[config.mk]
export PLATFORM = sky130hd
export DESIGN_NAME = cpu6502_address_mode_unit
export DESIGN_NICKNAME = d
export VERILOG_FILES = /design/src/hw/rtl/am6502_pkg.sv /design/src/hw/rtl/am6502_seq.sv /design/src/hw/rtl/cpu6502_address_mode_unit.sv
export SDC_FILE = /design/constraint.sdc
export NUM_CORES = 1
export LEC_CHECK = 0
export ABC_AREA = 1
export ABC_CLOCK_PERIOD_IN_PS = 14700
export BUFFER_PORTS_ARGS = -buffer_cell sky130_fd_sc_hd__buf_2
export CAP_MARGIN = 30
export CELL_PAD_IN_SITES_DETAIL_PLACEMENT = 1
export CELL_PAD_IN_SITES_GLOBAL_PLACEMENT = 2
export CORE_ASPECT_RATIO = 2
export CORE_MARGIN = 4
export CORE_UTILIZATION = 35
export DETAILED_ROUTE_END_ITERATION = 7
export PLACE_DENSITY_LB_ADDON = 0.1
export SLEW_MARGIN = 20
export SYNTH_ARGS = -nofsm -noshare
export SYNTH_HDL_FRONTEND = slang
export SYNTH_SLANG_ARGS = --single-unit
[constraint.sdc]
create_clock -name clk -period 14.7 [get_ports clk]
set_input_delay 2.94 -clock clk [delete_from_list [all_inputs] [get_ports clk]]
set_output_delay 2.94 -clock clk [all_outputs]
set_load 0.005 [all_outputs]
[src/hw/rtl/am6502_pkg.sv]
// Shared types and codes for the 6502 addressing-mode unit.
// Used by am6502_seq and cpu6502_address_mode_unit; depends on nothing else.
`default_nettype none

package am6502_pkg;

  // Operation codes of an input transaction
  localparam logic OP_START = 1'b0;
  localparam logic OP_READ  = 1'b1;

  // Addressing modes
  localparam logic [3:0] MODE_IMP  = 4'd0;
  localparam logic [3:0] MODE_IMM  = 4'd1;
  localparam logic [3:0] MODE_ZP   = 4'd2;
  localparam logic [3:0] MODE_ZPX  = 4'd3;
  localparam logic [3:0] MODE_ZPY  = 4'd4;
  localparam logic [3:0] MODE_ABS  = 4'd5;
  localparam logic [3:0] MODE_ABSX = 4'd6;
  localparam logic [3:0] MODE_ABSY = 4'd7;
  localparam logic [3:0] MODE_IND  = 4'd8;
  localparam logic [3:0] MODE_INDX = 4'd9;
  localparam logic [3:0] MODE_INDY = 4'd10;
  localparam logic [3:0] MODE_REL  = 4'd11;

  // Result kinds
  localparam logic [1:0] KIND_REQUEST = 2'd0;
  localparam logic [1:0] KIND_DONE    = 2'd1;
  localparam logic [1:0] KIND_IGNORED = 2'd2;

  // Page masks and branch offset sign bit
  localparam logic [15:0] PAGE_MASK  = 16'hFF00;
  localparam logic [15:0] ZP_MASK    = 16'h00FF;
  localparam logic [7:0]  SIGN_MASK  = 8'h80;

  // One result transaction
  typedef struct packed {
    logic [1:0]  kind;
    logic [15:0] request_address;
    logic [15:0] abs_address;
    logic [15:0] rel_offset;
    logic [7:0]  fetched_value;
    logic [15:0] next_pc;
    logic        page_crossed;
  } result_t;

endpackage

`default_nettype wire

[src/hw/rtl/am6502_seq.sv]
// Address resolution sequencer: holds the per-instruction state and forms
// one result per transaction. Depends on am6502_pkg.
`default_nettype none

module am6502_seq (
  input  wire logic                 clk,
  input  wire logic                 rst,
  input  wire logic                 en,
  input  wire logic                 op,
  input  wire logic [3:0]           mode,
  input  wire logic [15:0]          prog_counter,
  input  wire logic [7:0]           index_x,
  input  wire logic [7:0]           index_y,
  input  wire logic [7:0]           accum,
  input  wire logic [15:0]          prior_abs_address,
  input  wire logic [15:0]          prior_rel_offset,
  input  wire logic [7:0]           prior_fetched,
  input  wire logic [7:0]           bus_data,
  output am6502_pkg::result_t       res
);

  // Reads received so far within one resolution
  typedef enum logic [3:0] {
    STEP_FIRST  = 4'b0001,
    STEP_SECOND = 4'b0010,
    STEP_THIRD  = 4'b0100,
    STEP_FOURTH = 4'b1000
  } step_t;

  logic        busy, busy_next;
  step_t       step, step_next;
  logic [3:0]  saved_mode, saved_mode_next;
  logic [15:0] saved_pc, saved_pc_next;
  logic [7:0]  saved_x, saved_x_next;
  logic [7:0]  saved_y, saved_y_next;
  logic [7:0]  first_byte, first_byte_next;
  logic [7:0]  second_byte, second_byte_next;
  logic [7:0]  pointer_low, pointer_low_next;
  logic [15:0] kept_abs, kept_abs_next;
  logic [15:0] kept_rel, kept_rel_next;
  logic [7:0]  kept_fetched, kept_fetched_next;

  logic [15:0] pc_plus1, pc_plus2;
  logic [7:0]  zp_index, zp_sum;
  logic [7:0]  abs_index;
  logic [15:0] abs_sum, indy_sum, ptr, ptr_hi_addr;
  logic [7:0]  indx_lo, indx_hi, first_plus1;

  function automatic am6502_pkg::result_t make_done(
    input logic [15:0] a,
    input logic [15:0] r,
    input logic [7:0]  f,
    input logic [15:0] pc,
    input logic        pg
  );
    am6502_pkg::result_t d;
    d                 = '0;
    d.kind            = am6502_pkg::KIND_DONE;
    d.abs_address     = a;
    d.rel_offset      = r;
    d.fetched_value   = f;
    d.next_pc         = pc;
    d.page_crossed    = pg;
    return d;
  endfunction

  function automatic am6502_pkg::result_t make_request(input logic [15:0] a);
    am6502_pkg::result_t d;
    d                 = '0;
    d.kind            = am6502_pkg::KIND_REQUEST;
    d.request_address = a;
    return d;
  endfunction

  // Shared address arithmetic
  always_comb begin
    pc_plus1    = saved_pc + 16'd1;
    pc_plus2    = saved_pc + 16'd2;
    zp_index    = (saved_mode == am6502_pkg::MODE_ZPX) ? saved_x :
                  (saved_mode == am6502_pkg::MODE_ZPY) ? saved_y : 8'h00;
    zp_sum      = bus_data + zp_index;
    abs_index   = (saved_mode == am6502_pkg::MODE_ABSX) ? saved_x :
                  (saved_mode == am6502_pkg::MODE_ABSY) ? saved_y : 8'h00;
    abs_sum     = {bus_data, first_byte} + {8'h00, abs_index};
    indy_sum    = {bus_data, pointer_low} + {8'h00, saved_y};
    ptr         = {second_byte, first_byte};
    // Indirect pointer wraps within its page on a low byte of all ones
    ptr_hi_addr = (first_byte == 8'hFF) ? (ptr & am6502_pkg::PAGE_MASK) : (ptr + 16'd1);
    indx_lo     = bus_data + saved_x;
    indx_hi     = first_byte + saved_x + 8'd1;
    first_plus1 = first_byte + 8'd1;
  end

  // Next state and result for the current transaction
  always_comb begin
    busy_next         = busy;
    step_next         = step;
    saved_mode_next   = saved_mode;
    saved_pc_next     = saved_pc;
    saved_x_next      = saved_x;
    saved_y_next      = saved_y;
    first_byte_next   = first_byte;
    second_byte_next  = second_byte;
    pointer_low_next  = pointer_low;
    kept_abs_next     = kept_abs;
    kept_rel_next     = kept_rel;
    kept_fetched_next = kept_fetched;
    res               = '0;
    res.kind          = am6502_pkg::KIND_IGNORED;

    if (op == am6502_pkg::OP_START) begin
      // Latch the instruction context and begin (or restart) resolution
      saved_mode_next   = mode;
      saved_pc_next     = prog_counter;
      saved_x_next      = index_x;
      saved_y_next      = index_y;
      kept_abs_next     = prior_abs_address;
      kept_rel_next     = prior_rel_offset;
      kept_fetched_next = prior_fetched;
      first_byte_next   = 8'h00;
      second_byte_next  = 8'h00;
      pointer_low_next  = 8'h00;
      step_next         = STEP_FIRST;
      busy_next         = 1'b1;
      case (mode)
        am6502_pkg::MODE_IMP: begin
          kept_fetched_next = accum;
          busy_next         = 1'b0;
          res = make_done(prior_abs_address, prior_rel_offset, accum, prog_counter, 1'b0);
        end
        am6502_pkg::MODE_IMM: begin
          kept_abs_next = prog_counter;
          busy_next     = 1'b0;
          res = make_done(prog_counter, prior_rel_offset, prior_fetched,
                          prog_counter + 16'd1, 1'b0);
        end
        am6502_pkg::MODE_ZP, am6502_pkg::MODE_ZPX, am6502_pkg::MODE_ZPY,
        am6502_pkg::MODE_ABS, am6502_pkg::MODE_ABSX, am6502_pkg::MODE_ABSY,
        am6502_pkg::MODE_IND, am6502_pkg::MODE_INDX, am6502_pkg::MODE_INDY,
        am6502_pkg::MODE_REL: begin
          res = make_request(prog_counter);
        end
        default: begin
          // Undefined mode: finish at once with the context unchanged
          busy_next = 1'b0;
          res = make_done(prior_abs_address, prior_rel_offset, prior_fetched,
                          prog_counter, 1'b0);
        end
      endcase
    end else if (busy) begin
      case (saved_mode)
        am6502_pkg::MODE_ZP, am6502_pkg::MODE_ZPX, am6502_pkg::MODE_ZPY: begin
          first_byte_next = bus_data;
          kept_abs_next   = {8'h00, zp_sum} & am6502_pkg::ZP_MASK;
          busy_next       = 1'b0;
          step_next       = STEP_FIRST;
          res = make_done({8'h00, zp_sum}, kept_rel, kept_fetched, pc_plus1, 1'b0);
        end
        am6502_pkg::MODE_REL: begin
          first_byte_next = bus_data;
          kept_rel_next   = ((bus_data & am6502_pkg::SIGN_MASK) != 8'h00) ?
                            {8'hFF, bus_data} : {8'h00, bus_data};
          busy_next       = 1'b0;
          step_next       = STEP_FIRST;
          res = make_done(kept_abs, kept_rel_next, kept_fetched, pc_plus1, 1'b0);
        end
        am6502_pkg::MODE_ABS, am6502_pkg::MODE_ABSX, am6502_pkg::MODE_ABSY: begin
          if (step == STEP_FIRST) begin
            first_byte_next = bus_data;
            step_next       = STEP_SECOND;
            res = make_request(pc_plus1);
          end else begin
            second_byte_next = bus_data;
            kept_abs_next    = abs_sum;
            busy_next        = 1'b0;
            step_next        = STEP_FIRST;
            res = make_done(abs_sum, kept_rel, kept_fetched, pc_plus2,
                            abs_sum[15:8] != bus_data);
          end
        end
        am6502_pkg::MODE_IND: begin
          case (step)
            STEP_FIRST: begin
              first_byte_next = bus_data;
              step_next       = STEP_SECOND;
              res = make_request(pc_plus1);
            end
            STEP_SECOND: begin
              second_byte_next = bus_data;
              step_next        = STEP_THIRD;
              res = make_request({bus_data, first_byte});
            end
            STEP_THIRD: begin
              pointer_low_next = bus_data;
              step_next        = STEP_FOURTH;
              res = make_request(ptr_hi_addr);
            end
            default: begin
              kept_abs_next = {bus_data, pointer_low};
              busy_next     = 1'b0;
              step_next     = STEP_FIRST;
              res = make_done({bus_data, pointer_low}, kept_rel, kept_fetched,
                              pc_plus2, 1'b0);
            end
          endcase
        end
        am6502_pkg::MODE_INDX: begin
          case (step)
            STEP_FIRST: begin
              first_byte_next = bus_data;
              step_next       = STEP_SECOND;
              res = make_request({8'h00, indx_lo});
            end
            STEP_SECOND: begin
              pointer_low_next = bus_data;
              step_next        = STEP_THIRD;
              res = make_request({8'h00, indx_hi});
            end
            default: begin
              kept_abs_next = {bus_data, pointer_low};
              busy_next     = 1'b0;
              step_next     = STEP_FIRST;
              res = make_done({bus_data, pointer_low}, kept_rel, kept_fetched,
                              pc_plus1, 1'b0);
            end
          endcase
        end
        am6502_pkg::MODE_INDY: begin
          case (step)
            STEP_FIRST: begin
              first_byte_next = bus_data;
              step_next       = STEP_SECOND;
              res = make_request({8'h00, bus_data});
            end
            STEP_SECOND: begin
              pointer_low_next = bus_data;
              step_next        = STEP_THIRD;
              res = make_request({8'h00, first_plus1});
            end
            default: begin
              kept_abs_next = indy_sum;
              busy_next     = 1'b0;
              step_next     = STEP_FIRST;
              res = make_done(indy_sum, kept_rel, kept_fetched, pc_plus1,
                              indy_sum[15:8] != bus_data);
            end
          endcase
        end
        default: begin
          // Modes that never wait for data: drop the resolution
          busy_next = 1'b0;
          step_next = STEP_FIRST;
        end
      endcase
    end
  end

  // Control state
  always_ff @(posedge clk) begin
    if (rst) begin
      busy <= 1'b0;
      step <= STEP_FIRST;
    end else if (en) begin
      busy <= busy_next;
      step <= step_next;
    end
  end

  // Instruction context
  always_ff @(posedge clk) begin
    if (en) begin
      saved_mode   <= saved_mode_next;
      saved_pc     <= saved_pc_next;
      saved_x      <= saved_x_next;
      saved_y      <= saved_y_next;
      first_byte   <= first_byte_next;
      second_byte  <= second_byte_next;
      pointer_low  <= pointer_low_next;
      kept_abs     <= kept_abs_next;
      kept_rel     <= kept_rel_next;
      kept_fetched <= kept_fetched_next;
    end
  end

  // Sequencer checks
  a_idle_at_first_step: assert property (@(posedge clk) disable iff (rst)
    !busy |-> step == STEP_FIRST)
    else $error("idle sequencer holds a nonzero step");

  a_done_goes_idle: assert property (@(posedge clk) disable iff (rst)
    en && res.kind == am6502_pkg::KIND_DONE |=> !busy)
    else $error("sequencer stays busy after a done result");

  a_request_stays_busy: assert property (@(posedge clk) disable iff (rst)
    en && res.kind == am6502_pkg::KIND_REQUEST |=> busy)
    else $error("sequencer went idle after a read request");

  a_start_restarts: assert property (@(posedge clk) disable iff (rst)
    en && op == am6502_pkg::OP_START |=> step == STEP_FIRST)
    else $error("start did not restart the step count");

  a_ignored_when_idle: assert property (@(posedge clk) disable iff (rst)
    en && op == am6502_pkg::OP_READ && !busy |-> res.kind == am6502_pkg::KIND_IGNORED)
    else $error("read data while idle was not ignored");

endmodule

`default_nettype wire

[src/hw/rtl/cpu6502_address_mode_unit.sv]
// An accepted input transaction has its result in the output register in the cycle after it is taken.
// Throughput: one transaction per clock; set by the single-pass step logic in am6502_seq
// feeding one output register, which accepts a new transaction whenever it is empty or drained.
// Reset (synchronous, active high) clears busy, the step count and the output valid.
// Top level of the 6502 addressing-mode unit; depends on am6502_pkg and am6502_seq.
`default_nettype none

module cpu6502_address_mode_unit (
  input  wire logic        clk,
  input  wire logic        rst,
  // Input channel
  input  wire logic        in_valid,
  output logic             in_stall,
  input  wire logic        op,
  input  wire logic [3:0]  mode,
  input  wire logic [15:0] prog_counter,
  input  wire logic [7:0]  index_x,
  input  wire logic [7:0]  index_y,
  input  wire logic [7:0]  accum,
  input  wire logic [15:0] prior_abs_address,
  input  wire logic [15:0] prior_rel_offset,
  input  wire logic [7:0]  prior_fetched,
  input  wire logic [7:0]  bus_data,
  // Output channel
  output logic             out_valid,
  input  wire logic        out_stall,
  output logic [1:0]       kind,
  output logic [15:0]      request_address,
  output logic [15:0]      abs_address,
  output logic [15:0]      rel_offset,
  output logic [7:0]       fetched_value,
  output logic [15:0]      next_pc,
  output logic             page_crossed
);

  logic                in_take;
  am6502_pkg::result_t step_res;
  am6502_pkg::result_t res_reg;

  // Accept while the output register is empty or being drained
  assign in_stall = out_valid && out_stall;
  assign in_take  = in_valid && !in_stall;

  am6502_seq u_seq (
    .clk               (clk),
    .rst               (rst),
    .en                (in_take),
    .op                (op),
    .mode              (mode),
    .prog_counter      (prog_counter),
    .index_x           (index_x),
    .index_y           (index_y),
    .accum             (accum),
    .prior_abs_address (prior_abs_address),
    .prior_rel_offset  (prior_rel_offset),
    .prior_fetched     (prior_fetched),
    .bus_data          (bus_data),
    .res               (step_res)
  );

  // Output valid: load on accept, drop once taken
  always_ff @(posedge clk) begin
    if (rst) begin
      out_valid <= 1'b0;
    end else if (in_take) begin
      out_valid <= 1'b1;
    end else if (!out_stall) begin
      out_valid <= 1'b0;
    end
  end

  // Output payload: hold while stalled
  always_ff @(posedge clk) begin
    if (in_take) begin
      res_reg <= step_res;
    end
  end

  assign kind            = res_reg.kind;
  assign request_address = res_reg.request_address;
  assign abs_address     = res_reg.abs_address;
  assign rel_offset      = res_reg.rel_offset;
  assign fetched_value   = res_reg.fetched_value;
  assign next_pc         = res_reg.next_pc;
  assign page_crossed    = res_reg.page_crossed;

endmodule

`default_nettype wire
==> summary.md, run 1 <==
| Metric | Value |
|---|---|
| Most common flop cell mapped by yosys | `edfxtp_1` |
| Die H | `281 um` |
| DR iter-0 viols | `833` |
| # fillers | `4613` |
| Int Pwr | `0.922 mW` |
| Finished Core Util | `40.7%` |
| Status | `complete, no violations` |
| Total CTS buffers | `17` |
| Post-synth EDFFs | `175` |
| Antenna violations before repair | `0` |
| CP Data Required Time | `11.76 ns` |
| Seq/Total Area, Yosys | `41.3%` |
| Clock Tree Root | `clkbuf_16` |
| Setup_tns | `0 ns` |
| WL met2 | `31500 um` |
| Synthesized net count | `1887` |
| N_diodes | `0` |
| Post-DP HPWL | `47400 um` |
| Row count | `99` |
| Total global-route track usage | `29.3%` |
| Pre-CTS WS | `8.44 ns` |
| CTS tree | `built` |
| Fraction of registers with async set/reset | `0%` |
| Clock Tree Buf Depth | `2` |
| Slew @ Worst Pin | `1.02 ns` |
| Final min period | `6.25 ns` |
| CTS Hold Bufs | `0` |
| Pleak | `6.82 nW` |
| Synth Warn # | `0` |
| Max_slew headroom | `31.7%` |
| Share of Yosys cell area claimed by the top area cell type | `40.4%` |
| Ports | `174` |
| Area of the mapped netlist | `0.0130 mm^2` |
| Post-Place Cells | `2326` |
| Vias | `13100` |
| DRC | `0` |
| Ranking of synthesized cells by area | `edfxtp_1, nand2_1, nand3_1` |
| WS Path Type | `input pin to primary output` |
| Synth area leader | `edfxtp_1` |
| Fin Clk Skew | `0.0182 ns` |
| Total core area | `0.0367 mm^2` |
| Routed wl met3 | `2180 um` |
| H-tree depth | `4` |
| Final Cell Area | `0.0149 mm^2` |
| Starting Density | `35.5%` |
| Final period utilization | `42.5%` |
| Clock network fraction of design power | `36.9%` |
| Crit path capture type | `primary output` |
| Final GP Congestion | `0.946` |
| Worst r2r dst | `fetched_value[6]` |
| Gr ovfl total | `0` |
| WL met1 | `21900 um` |
| Crit start category | `input pin` |
| Class of the worst hold path | `flip-flop to flip-flop` |
| R2R depth | `8` |
| Synth Instances | `1742` |
| Layout cells sized above 1 | `14.4%` |
| Final total power | `1.37 mW` |
| First-pass GRT wire length | `86700 um` |
| DR vias/cell | `5.58` |
| Cts repair resizes | `0` |
| Pwr per Cell Area | `91.9 mW/mm^2` |
| Achievable Freq | `160 MHz` |
| Mean Syn Cell Area | `7.47 um^2` |
| R2r startpoint | `u_seq.saved_mode[0]` |
| Flop pwr share | `45.4%` |
| Footprint of the multi-input gates | `0.00662 mm^2` |
| Die area | `0.0405 mm^2` |
| Max rail drop VDD | `0.0887 mV` |
| Layout Nets | `2036` |
| Launching element of the worst setup path | `out_stall` |
| Worst setup endpoint | `in_stall` |
| Yosys cell types | `50` |
| Crit Path Max Fanout | `2` |
| Clk_lat worst skew | `0.46 ns` |
| Psw | `0.450 mW` |
| DRT Pass-1 Iters | `5` |
| Finished Layout Cells | `2358` |
| Max Cap Viol | `0` |
| Final setup violation count | `0` |
| Antenna-violating nets left | `0` |
| Max layer used | `met4` |
| Post-CTS Repair Setup Buffers | `0` |
| FF/Latch Area | `0.00538 mm^2` |
| Dpl cell area | `0.0143 mm^2` |
| Comb power frac | `17.8%` |
| Final setup slack of the worst path | `8.45 ns` |
| Clk slew on worst S/H paths | `0.09 ns` |
| Final Max Tran Viols | `0` |
| Die width | `144 um` |
| Synth-to-layout area growth | `14.7%` |
| Largest net degree at the start of global routing | `75` |
| RSZ-0062 raised after global routing | `no` |
| Hold WS | `0.485 ns` |
| IO Port Bufs | `173` |
| Switching Share | `32.8%` |
| Vias in the first global route | `13700` |
| Worst R2R Setup Slack | `10.66 ns` |
| Final Hold Vio Count | `0` |
| TritonCTS Sinks | `181` |
| Arr. time, crit path | `3.31 ns` |
| Seq cells post-synth | `181` |
| Post-Route WL | `59700 um` |
| Avg WL per Cell | `25.3 um` |
power by group through the flow:
| stage | clock network, mW | registers, mW | logic (mW) |
|---|---|---|---|
| floorplan | 0 | 0.626 | 0.134 |
| global placement | 0 | 0.634 | 0.238 |
| detailed placement | 0 | 0.633 | 0.243 |
| CTS | 0.513 | 0.622 | 0.244 |
| global route | 0.532 | 0.624 | 0.266 |
| finish | 0.506 | 0.622 | 0.244 |
how the worst min path moves through the flow:
stage                        from             to  slack (ns)  depth (start not counted)
floorplan           u_seq.step[3]  u_seq.step[3]        0.45                          2
global placement    u_seq.step[1]  u_seq.step[1]        0.47                          2
detailed placement      out_valid      out_valid        0.48                          2
global route            out_valid      out_valid        0.51                          2
finish                  out_valid      out_valid        0.48                          2
CTS                     out_valid      out_valid        0.49                          2
area by class of cell:
type / count / area share [%]
Clock inverter: 14 / 1.37
Multi-Input combinational cell: 1306 / 44.4
Clock buffer: 18 / 2.88
Tap cell: 454 / 3.81
Sequential cell: 181 / 36.0
Timing Repair Buffer: 189 / 6.62
Inverter: 196 / 4.93
cells in the mapped netlist (2+ instances only):
master	count
inv_2	13
o31ai_1	2
buf_2	20
buf_4	3
edfxtp_1	175
o21ai_1	6
xnor2_1	11
nand3_2	3
a21oi_1	76
dfxtp_1	6
ha_1	43
a211oi_1	2
nand3_1	167
a22oi_1	18
nor2_4	3
nand3b_1	8
buf_6	5
a21boi_0	3
o22ai_1	27
nand4_1	27
or2_2	10
nand2_4	4
nor2_2	9
inv_1	182
and2_1	2
a21o_1	3
o211ai_1	19
xor2_1	22
o21ai_0	135
nand2_2	4
nor2_1	104
nor3_1	11
a31oi_1	5
o2111ai_1	3
o21bai_1	4
fa_1	5
clkbuf_1	29
nand2_1	560
a22o_1	2
layer usage:
layer  up-vias  GRT usage [%]
li1       6194              -
met1      6406           31.6
met2       425           53.4
met3       124           3.24
met4         0           17.5
met5         -              0
registers in the layout, indices dropped and copies added (netlist names), 2 cells and up:
register            count
u_seq.step              4
u_seq.kept_fetched      8
u_seq.saved_x           8
u_seq.kept_abs         16
u_seq.first_byte        8
next_pc                16
request_address        16
u_seq.pointer_low       8
kind                    2
u_seq.saved_mode        4
u_seq.saved_pc         16
u_seq.kept_rel         16
fetched_value           8
u_seq.saved_y           8
u_seq.second_byte       8
abs_address            16
rel_offset             16
critical path, cell delays in order:
cell	delay, ns
buf_2	0.10
nand2_1	0.07
inv_1	0.07
buf_2	0.13
logic make-up (layout without fill, tap and decap cells):
group	Yosys count	in the layout	synth area share [%]
AO/OA/AOI/OAI	310	310	13.5
XOR/XNOR	33	33	2.22
adder cells (fa/ha/maj)	48	48	4.91
buffers and inverters	255	417	7.94
flip-flops	181	181	41.3
AND/OR/NAND/NOR	915	915	30.1
cell usage in the layout (no fill, tap or decap), types with 22 or more instances in the layout:
cell type,netlist,final
o22ai_1,27,27
nand4_1,27,27
o21ai_0,135,134
ha_1,43,43
xor2_1,22,22
nand2_1,560,560
edfxtp_1,175,175
a21oi_1,76,76
nor2_1,104,101
nand3_1,167,167
buf_2,20,174
inv_1,182,181
(Power assumes the default switching activity.)
==> run 2: changes to the inputs <==
- ABC_CLOCK_PERIOD_IN_PS: 14700 -> 5900
- CORE_UTILIZATION: 35 -> 34
- clock period: 14.7 -> 5.9 ns (I/O delays scaled with it)
==> run 2 against run 1 <==
Compared with the run above:
- sequential cell count stayed put
- via count up 0.18%
- core utilization down 1.2 points
- clock skew is 0.0026 ns higher
- die area up 2.8%
- first-iteration DRC count rose by 12%
- sequential share of layout area fell by 0.16 points
- combinational power increased to 2.5 times the previous value
- highest routed layer unchanged
==> summary.md, run 2 (synthesized netlist as in run 1, its figures left out) <==
| Metric | Value |
|---|---|
| Pre-CTS WS | `2.04 ns` |
| Die width | `146 um` |
| Die area | `0.0416 mm^2` |
| Crit path capture type | `flip-flop` |
| Gr ovfl total | `0` |
| DR iter-0 viols | `931` |
| Post-CTS Repair Setup Buffers | `0` |
| Total global-route track usage | `28.4%` |
| WS Path Type | `flip-flop to flip-flop` |
| Vias in the first global route | `13800` |
| RSZ-0062 raised after global routing | `no` |
| Final setup violation count | `0` |
| Cts repair resizes | `0` |
| Final period utilization | `62.0%` |
| Largest net degree at the start of global routing | `50` |
| Ports | `174` |
| R2R depth | `9` |
| Synth-to-layout area growth | `15.2%` |
| Layout Nets | `2040` |
| IO Port Bufs | `173` |
| Final total power | `3.43 mW` |
| Max Cap Viol | `0` |
| Status | `complete, no violations` |
| DR vias/cell | `5.55` |
| Final Cell Area | `0.0150 mm^2` |
| Arr. time, crit path | `3.94 ns` |
| DRC | `0` |
| TritonCTS Sinks | `181` |
| DRT Pass-1 Iters | `5` |
| Slowest library cell on the worst path | `edfxtp_1` |
| First-pass GRT wire length | `87900 um` |
| CTS tree | `built` |
| Clk slew on worst S/H paths | `0.09 ns` |
| Max_slew headroom | `32.5%` |
| Starting Density | `34.3%` |
| Clock Tree Root | `clkbuf_16` |
| CP most frequent cell | `nand2_1` |
| Most common cell after layout, fill and taps aside | `nand2_1` |
| Final min period | `3.66 ns` |
| Most frequent cells in the layout | `nand2_1, inv_1, edfxtp_1, buf_2, nand3_1` |
| Antenna-violating nets left | `0` |
| Die H | `285 um` |
| Clk_lat worst skew | `0.47 ns` |
| H-tree depth | `4` |
| Setup_tns | `0 ns` |
| CP Data Required Time | `6.18 ns` |
| Worst r2r dst | `next_pc[7]` |
| Finished Layout Cells | `2373` |
| Fin Clk Skew | `0.0208 ns` |
| Launching element of the worst setup path | `u_seq.saved_mode[0]` |
| CTS Hold Bufs | `0` |
| Hold WS | `0.493 ns` |
| Total core area | `0.0379 mm^2` |
| Final Hold Vio Count | `0` |
| Slowest stage delay, CP | `0.68 ns` |
| Dpl cell area | `0.0143 mm^2` |
| Achievable Freq | `273 MHz` |
| Antenna violations before repair | `2` |
| Post-Route WL | `60200 um` |
| Layout cells sized above 1 | `14.6%` |
| Final Max Tran Viols | `0` |
| R2r startpoint | `u_seq.saved_mode[0]` |
| Class of the worst hold path | `flip-flop to flip-flop` |
| Crit-path cells | `nor2_4, nand2_2, inv_2, o21ai_1, nand2_1, inv_1, o22ai_1, nand2_1, o31ai_1` |
| Crit Path Max Fanout | `26` |
| Clock Tree Buf Depth | `2` |
| Total CTS buffers | `17` |
| Final GP Congestion | `0.956` |
| Post-DP HPWL | `48200 um` |
| Worst setup endpoint | `next_pc[7]` |
| Crit start category | `flip-flop` |
| Post-Place Cells | `2338` |
| Avg WL per Cell | `25.4 um` |
| Pleak | `6.85 nW` |
| Worst R2R Setup Slack | `2.24 ns` |
| Worst path bufs/invs | `2` |
| Pwr per Cell Area | `229 mW/mm^2` |
| Row count | `101` |
| Vias | `13200` |
| Finished Core Util | `39.5%` |
| Final setup slack of the worst path | `2.24 ns` |
| Slew @ Worst Pin | `1.01 ns` |
| WP depth | `9` |
| Crit-path leading delay family | `simple AND/OR/NAND/NOR gates` |
| Max rail drop VDD | `0.188 mV` |
==> run 2: worst min-delay path by stage <==
stage	start	endpoint	slack, ns	cells past startpoint
final	out_valid	out_valid	0.49	2
after global routing	out_valid	out_valid	0.51	2
after CTS	out_valid	out_valid	0.49	2
after detailed placement	out_valid	out_valid	0.48	2
after global placement	out_valid	out_valid	0.48	2
after floorplan	u_seq.step[3]	u_seq.step[3]	0.45	2
==> run 2: worst min-delay path: stages, from the launching register on <==
cell	delay (ns)
dfxtp_1	0.32
nand2_1	0.07
a21oi_1	0.06
==> run 2: where the power goes <==
part | total (mW) | internal, mW | leakage (nW) | switching (mW)
sequential | 1.55 | 1.50 | 1.73 | 0.0566
clock | 1.27 | 0.596 | 0.307 | 0.675
combinational | 0.610 | 0.181 | 4.81 | 0.429
total | 3.43 | 2.27 | 6.85 | 1.16
==> run 2: final cells by class <==
type                       count  area, um^2
inverter                     196         736
clock buffer                  17         425
tap                          463         579
fill                        4736       22900
clock inverter                15         213
antenna                        2        5.00
timing repair buffer         193        1030
multi-input combinational   1306        6620
sequential                   181        5380
==> run 2: metal layers <==
metal  vias to the layer above  global-route usage, %  part of all wire (%)
met5                         -                      0                     0
met4                         0                   18.0                   7.4
met3                       136                   3.21                   3.7
li1                       6193                      -                     -
met1                      6437                   30.7                    37
met2                       407                   52.1                    52
==> run 3: changes to the inputs <==
- ABC_CLOCK_PERIOD_IN_PS: 5900 -> 3700
- clock period: 5.9 -> 3.7 ns (I/O delays scaled with it)
==> run 3 against run 2 <==
Compared with the run above:
- via count hardly changed
- critical path depth is 6 higher
- register-to-register slack worse by 1.8 ns
- sequential cell count stayed put
- die area stayed put
- sequential share of layout area is 0.49 points lower
- cell count is 0.88% higher
- global-route usage is 0.53 points higher
- fmax is 13% higher
- non-clock buffer count is 23 higher
- count of clock-buffer cells in the layout stayed put
- critical path type unchanged
==> summary.md, run 3 (synthesized netlist as in run 1, its figures left out) <==
| Metric | Value |
|---|---|
| Layout Nets | `2063` |
| WS Path Type | `flip-flop to flip-flop` |
| Max rail drop VDD | `0.318 mV` |
| Crit-path leading delay family | `simple AND/OR/NAND/NOR gates` |
| Most frequent cells in the layout | `nand2_1, inv_1, edfxtp_1, buf_2, nand3_1` |
| Slew @ Worst Pin | `0.768 ns` |
| Antenna violations before repair | `1` |
| Cts repair resizes | `0` |
| DRT Pass-1 Iters | `5` |
| Clock Tree Buf Depth | `2` |
| Clock Tree Root | `clkbuf_16` |
| Most common cell after layout, fill and taps aside | `nand2_1` |
| Max Cap Viol | `0` |
| Vias | `13200` |
| IO Port Bufs | `173` |
| Post-DP HPWL | `48900 um` |
| H-tree depth | `4` |
| Achievable Freq | `308 MHz` |
| Pleak | `6.97 nW` |
| Worst path bufs/invs | `1` |
| Max_slew headroom | `48.6%` |
| Status | `complete, no violations` |
| # fillers | `4791` |
| Die H | `285 um` |
| First-pass GRT wire length | `89400 um` |
| Arr. time, crit path | `3.47 ns` |
| Final GP Congestion | `0.983` |
| DR vias/cell | `5.50` |
| TritonCTS Sinks | `181` |
| Die area | `0.0416 mm^2` |
| Ports | `174` |
| Final Max Tran Viols | `0` |
| Final min period | `3.25 ns` |
| Crit Path Max Fanout | `14` |
| Crit start category | `flip-flop` |
| Pre-CTS WS | `0.460 ns` |
| Clk_lat worst skew | `0.47 ns` |
| N_diodes | `0` |
| Post-CTS Repair Setup Buffers | `0` |
| Final setup violation count | `0` |
| CTS Hold Bufs | `0` |
| Synth-to-layout area growth | `16.8%` |
| Final setup slack of the worst path | `0.449 ns` |
| Hold WS | `0.442 ns` |
| Fin Clk Skew | `0.0198 ns` |
| Avg WL per Cell | `25.4 um` |
| Slowest stage delay, CP | `0.47 ns` |
| DRC | `0` |
| RSZ-0062 raised after global routing | `no` |
| Vias in the first global route | `14200` |
| Crit path capture type | `flip-flop` |
| Final period utilization | `87.9%` |
| Largest net degree at the start of global routing | `53` |
| Total global-route track usage | `28.9%` |
| Crit-path cells | `nor2_2, nand2_1, inv_1, nand2_1, a21oi_1, ha_1, a21oi_1, nand2_1, nand2_1, nand3_1, nand3b_1, nand3_1, nand3_1, nand2_1, nand2_1` |
| Slowest library cell on the worst path | `edfxtp_1` |
| Class of the worst hold path | `input pin to flip-flop` |
| Gr ovfl total | `0` |
| Total core area | `0.0379 mm^2` |
| Final Hold Vio Count | `0` |
| CP Data Required Time | `3.92 ns` |
| CP most frequent cell | `nand2_1` |
| CTS tree | `built` |
| Total CTS buffers | `17` |
| Pwr per Cell Area | `364 mW/mm^2` |
| Die width | `146 um` |
| DR iter-0 viols | `784` |
| Post-Route WL | `60800 um` |
| Row count | `101` |
| Starting Density | `34.3%` |
| Clk slew on worst S/H paths | `0.09 ns` |
| Layout cells sized above 1 | `15.8%` |
| Antenna-violating nets left | `0` |
==> run 3: path summary, 6_finish.rpt <==
kind	slack, ns	cells past startpoint	start	end
worst max-delay path	0.45	15	u_seq.saved_mode[3]	abs_address[7]
worst min-delay path	0.44	1	index_x[3]	u_seq.saved_x[3]
worst max register to register	0.45	15	u_seq.saved_mode[3]	abs_address[7]
worst min register to register	0.49	2	u_seq.step[2]	u_seq.step[2]
==> run 3: report_power, final <==
part | switching [mW] | internal (mW) | total, mW | leakage, nW
Combinational | 0.686 | 0.304 | 0.990 | 4.92
Sequential | 0.0860 | 2.38 | 2.47 | 1.73
Clock | 1.10 | 0.977 | 2.07 | 0.318
==> run 3: layout make-up <==
cell class                      count  area (um^2)  share of cell area, %
Multi-Input combinational cell   1306         6650                   43.8
Sequential cell                   181         5380                   35.4
Timing Repair Buffer              216         1190                   7.85
Inverter                          196          738                   4.86
Tap cell                          463          579                   3.81
Clock buffer                       17          425                   2.80
Clock inverter                     15          231                   1.52
==> run 3: worst register-to-register path, cell delays in order (launching register included) <==
cell and delay [ns]:
edfxtp_1 0.47, nor2_2 0.45, nand2_1 0.19, inv_1 0.23, nand2_1 0.08, a21oi_1 0.16, ha_1 0.33, a21oi_1 0.15
nand2_1 0.14, nand2_1 0.10, nand3_1 0.10, nand3b_1 0.20, nand3_1 0.09, nand3_1 0.14, nand2_1 0.11, nand2_1 0.07
==> run 3: metrics by stage <==
stage               setup TNS, ns  utilization, %  std cells  power (mW)  cell area [um^2]
floorplan                   -1.12               -       1742        3.02             13100
global placement                0            38.3       2361        3.49             14500
detailed placement              0            38.3       2362        3.50             14500
CTS                             0            40.1       2394        5.58             15200
global route                    0            40.1       2394        5.76             15200
finish                          0            40.1       2394        5.53             15200
==> run 3: routing by layer <==
layer	track usage (%)	vias up	wire, um
li1	-	6239	-
met1	29.9	6377	21600
met2	53.2	402	31800
met3	4.04	147	2400
met4	20.1	2	4990
met5	0	-	5
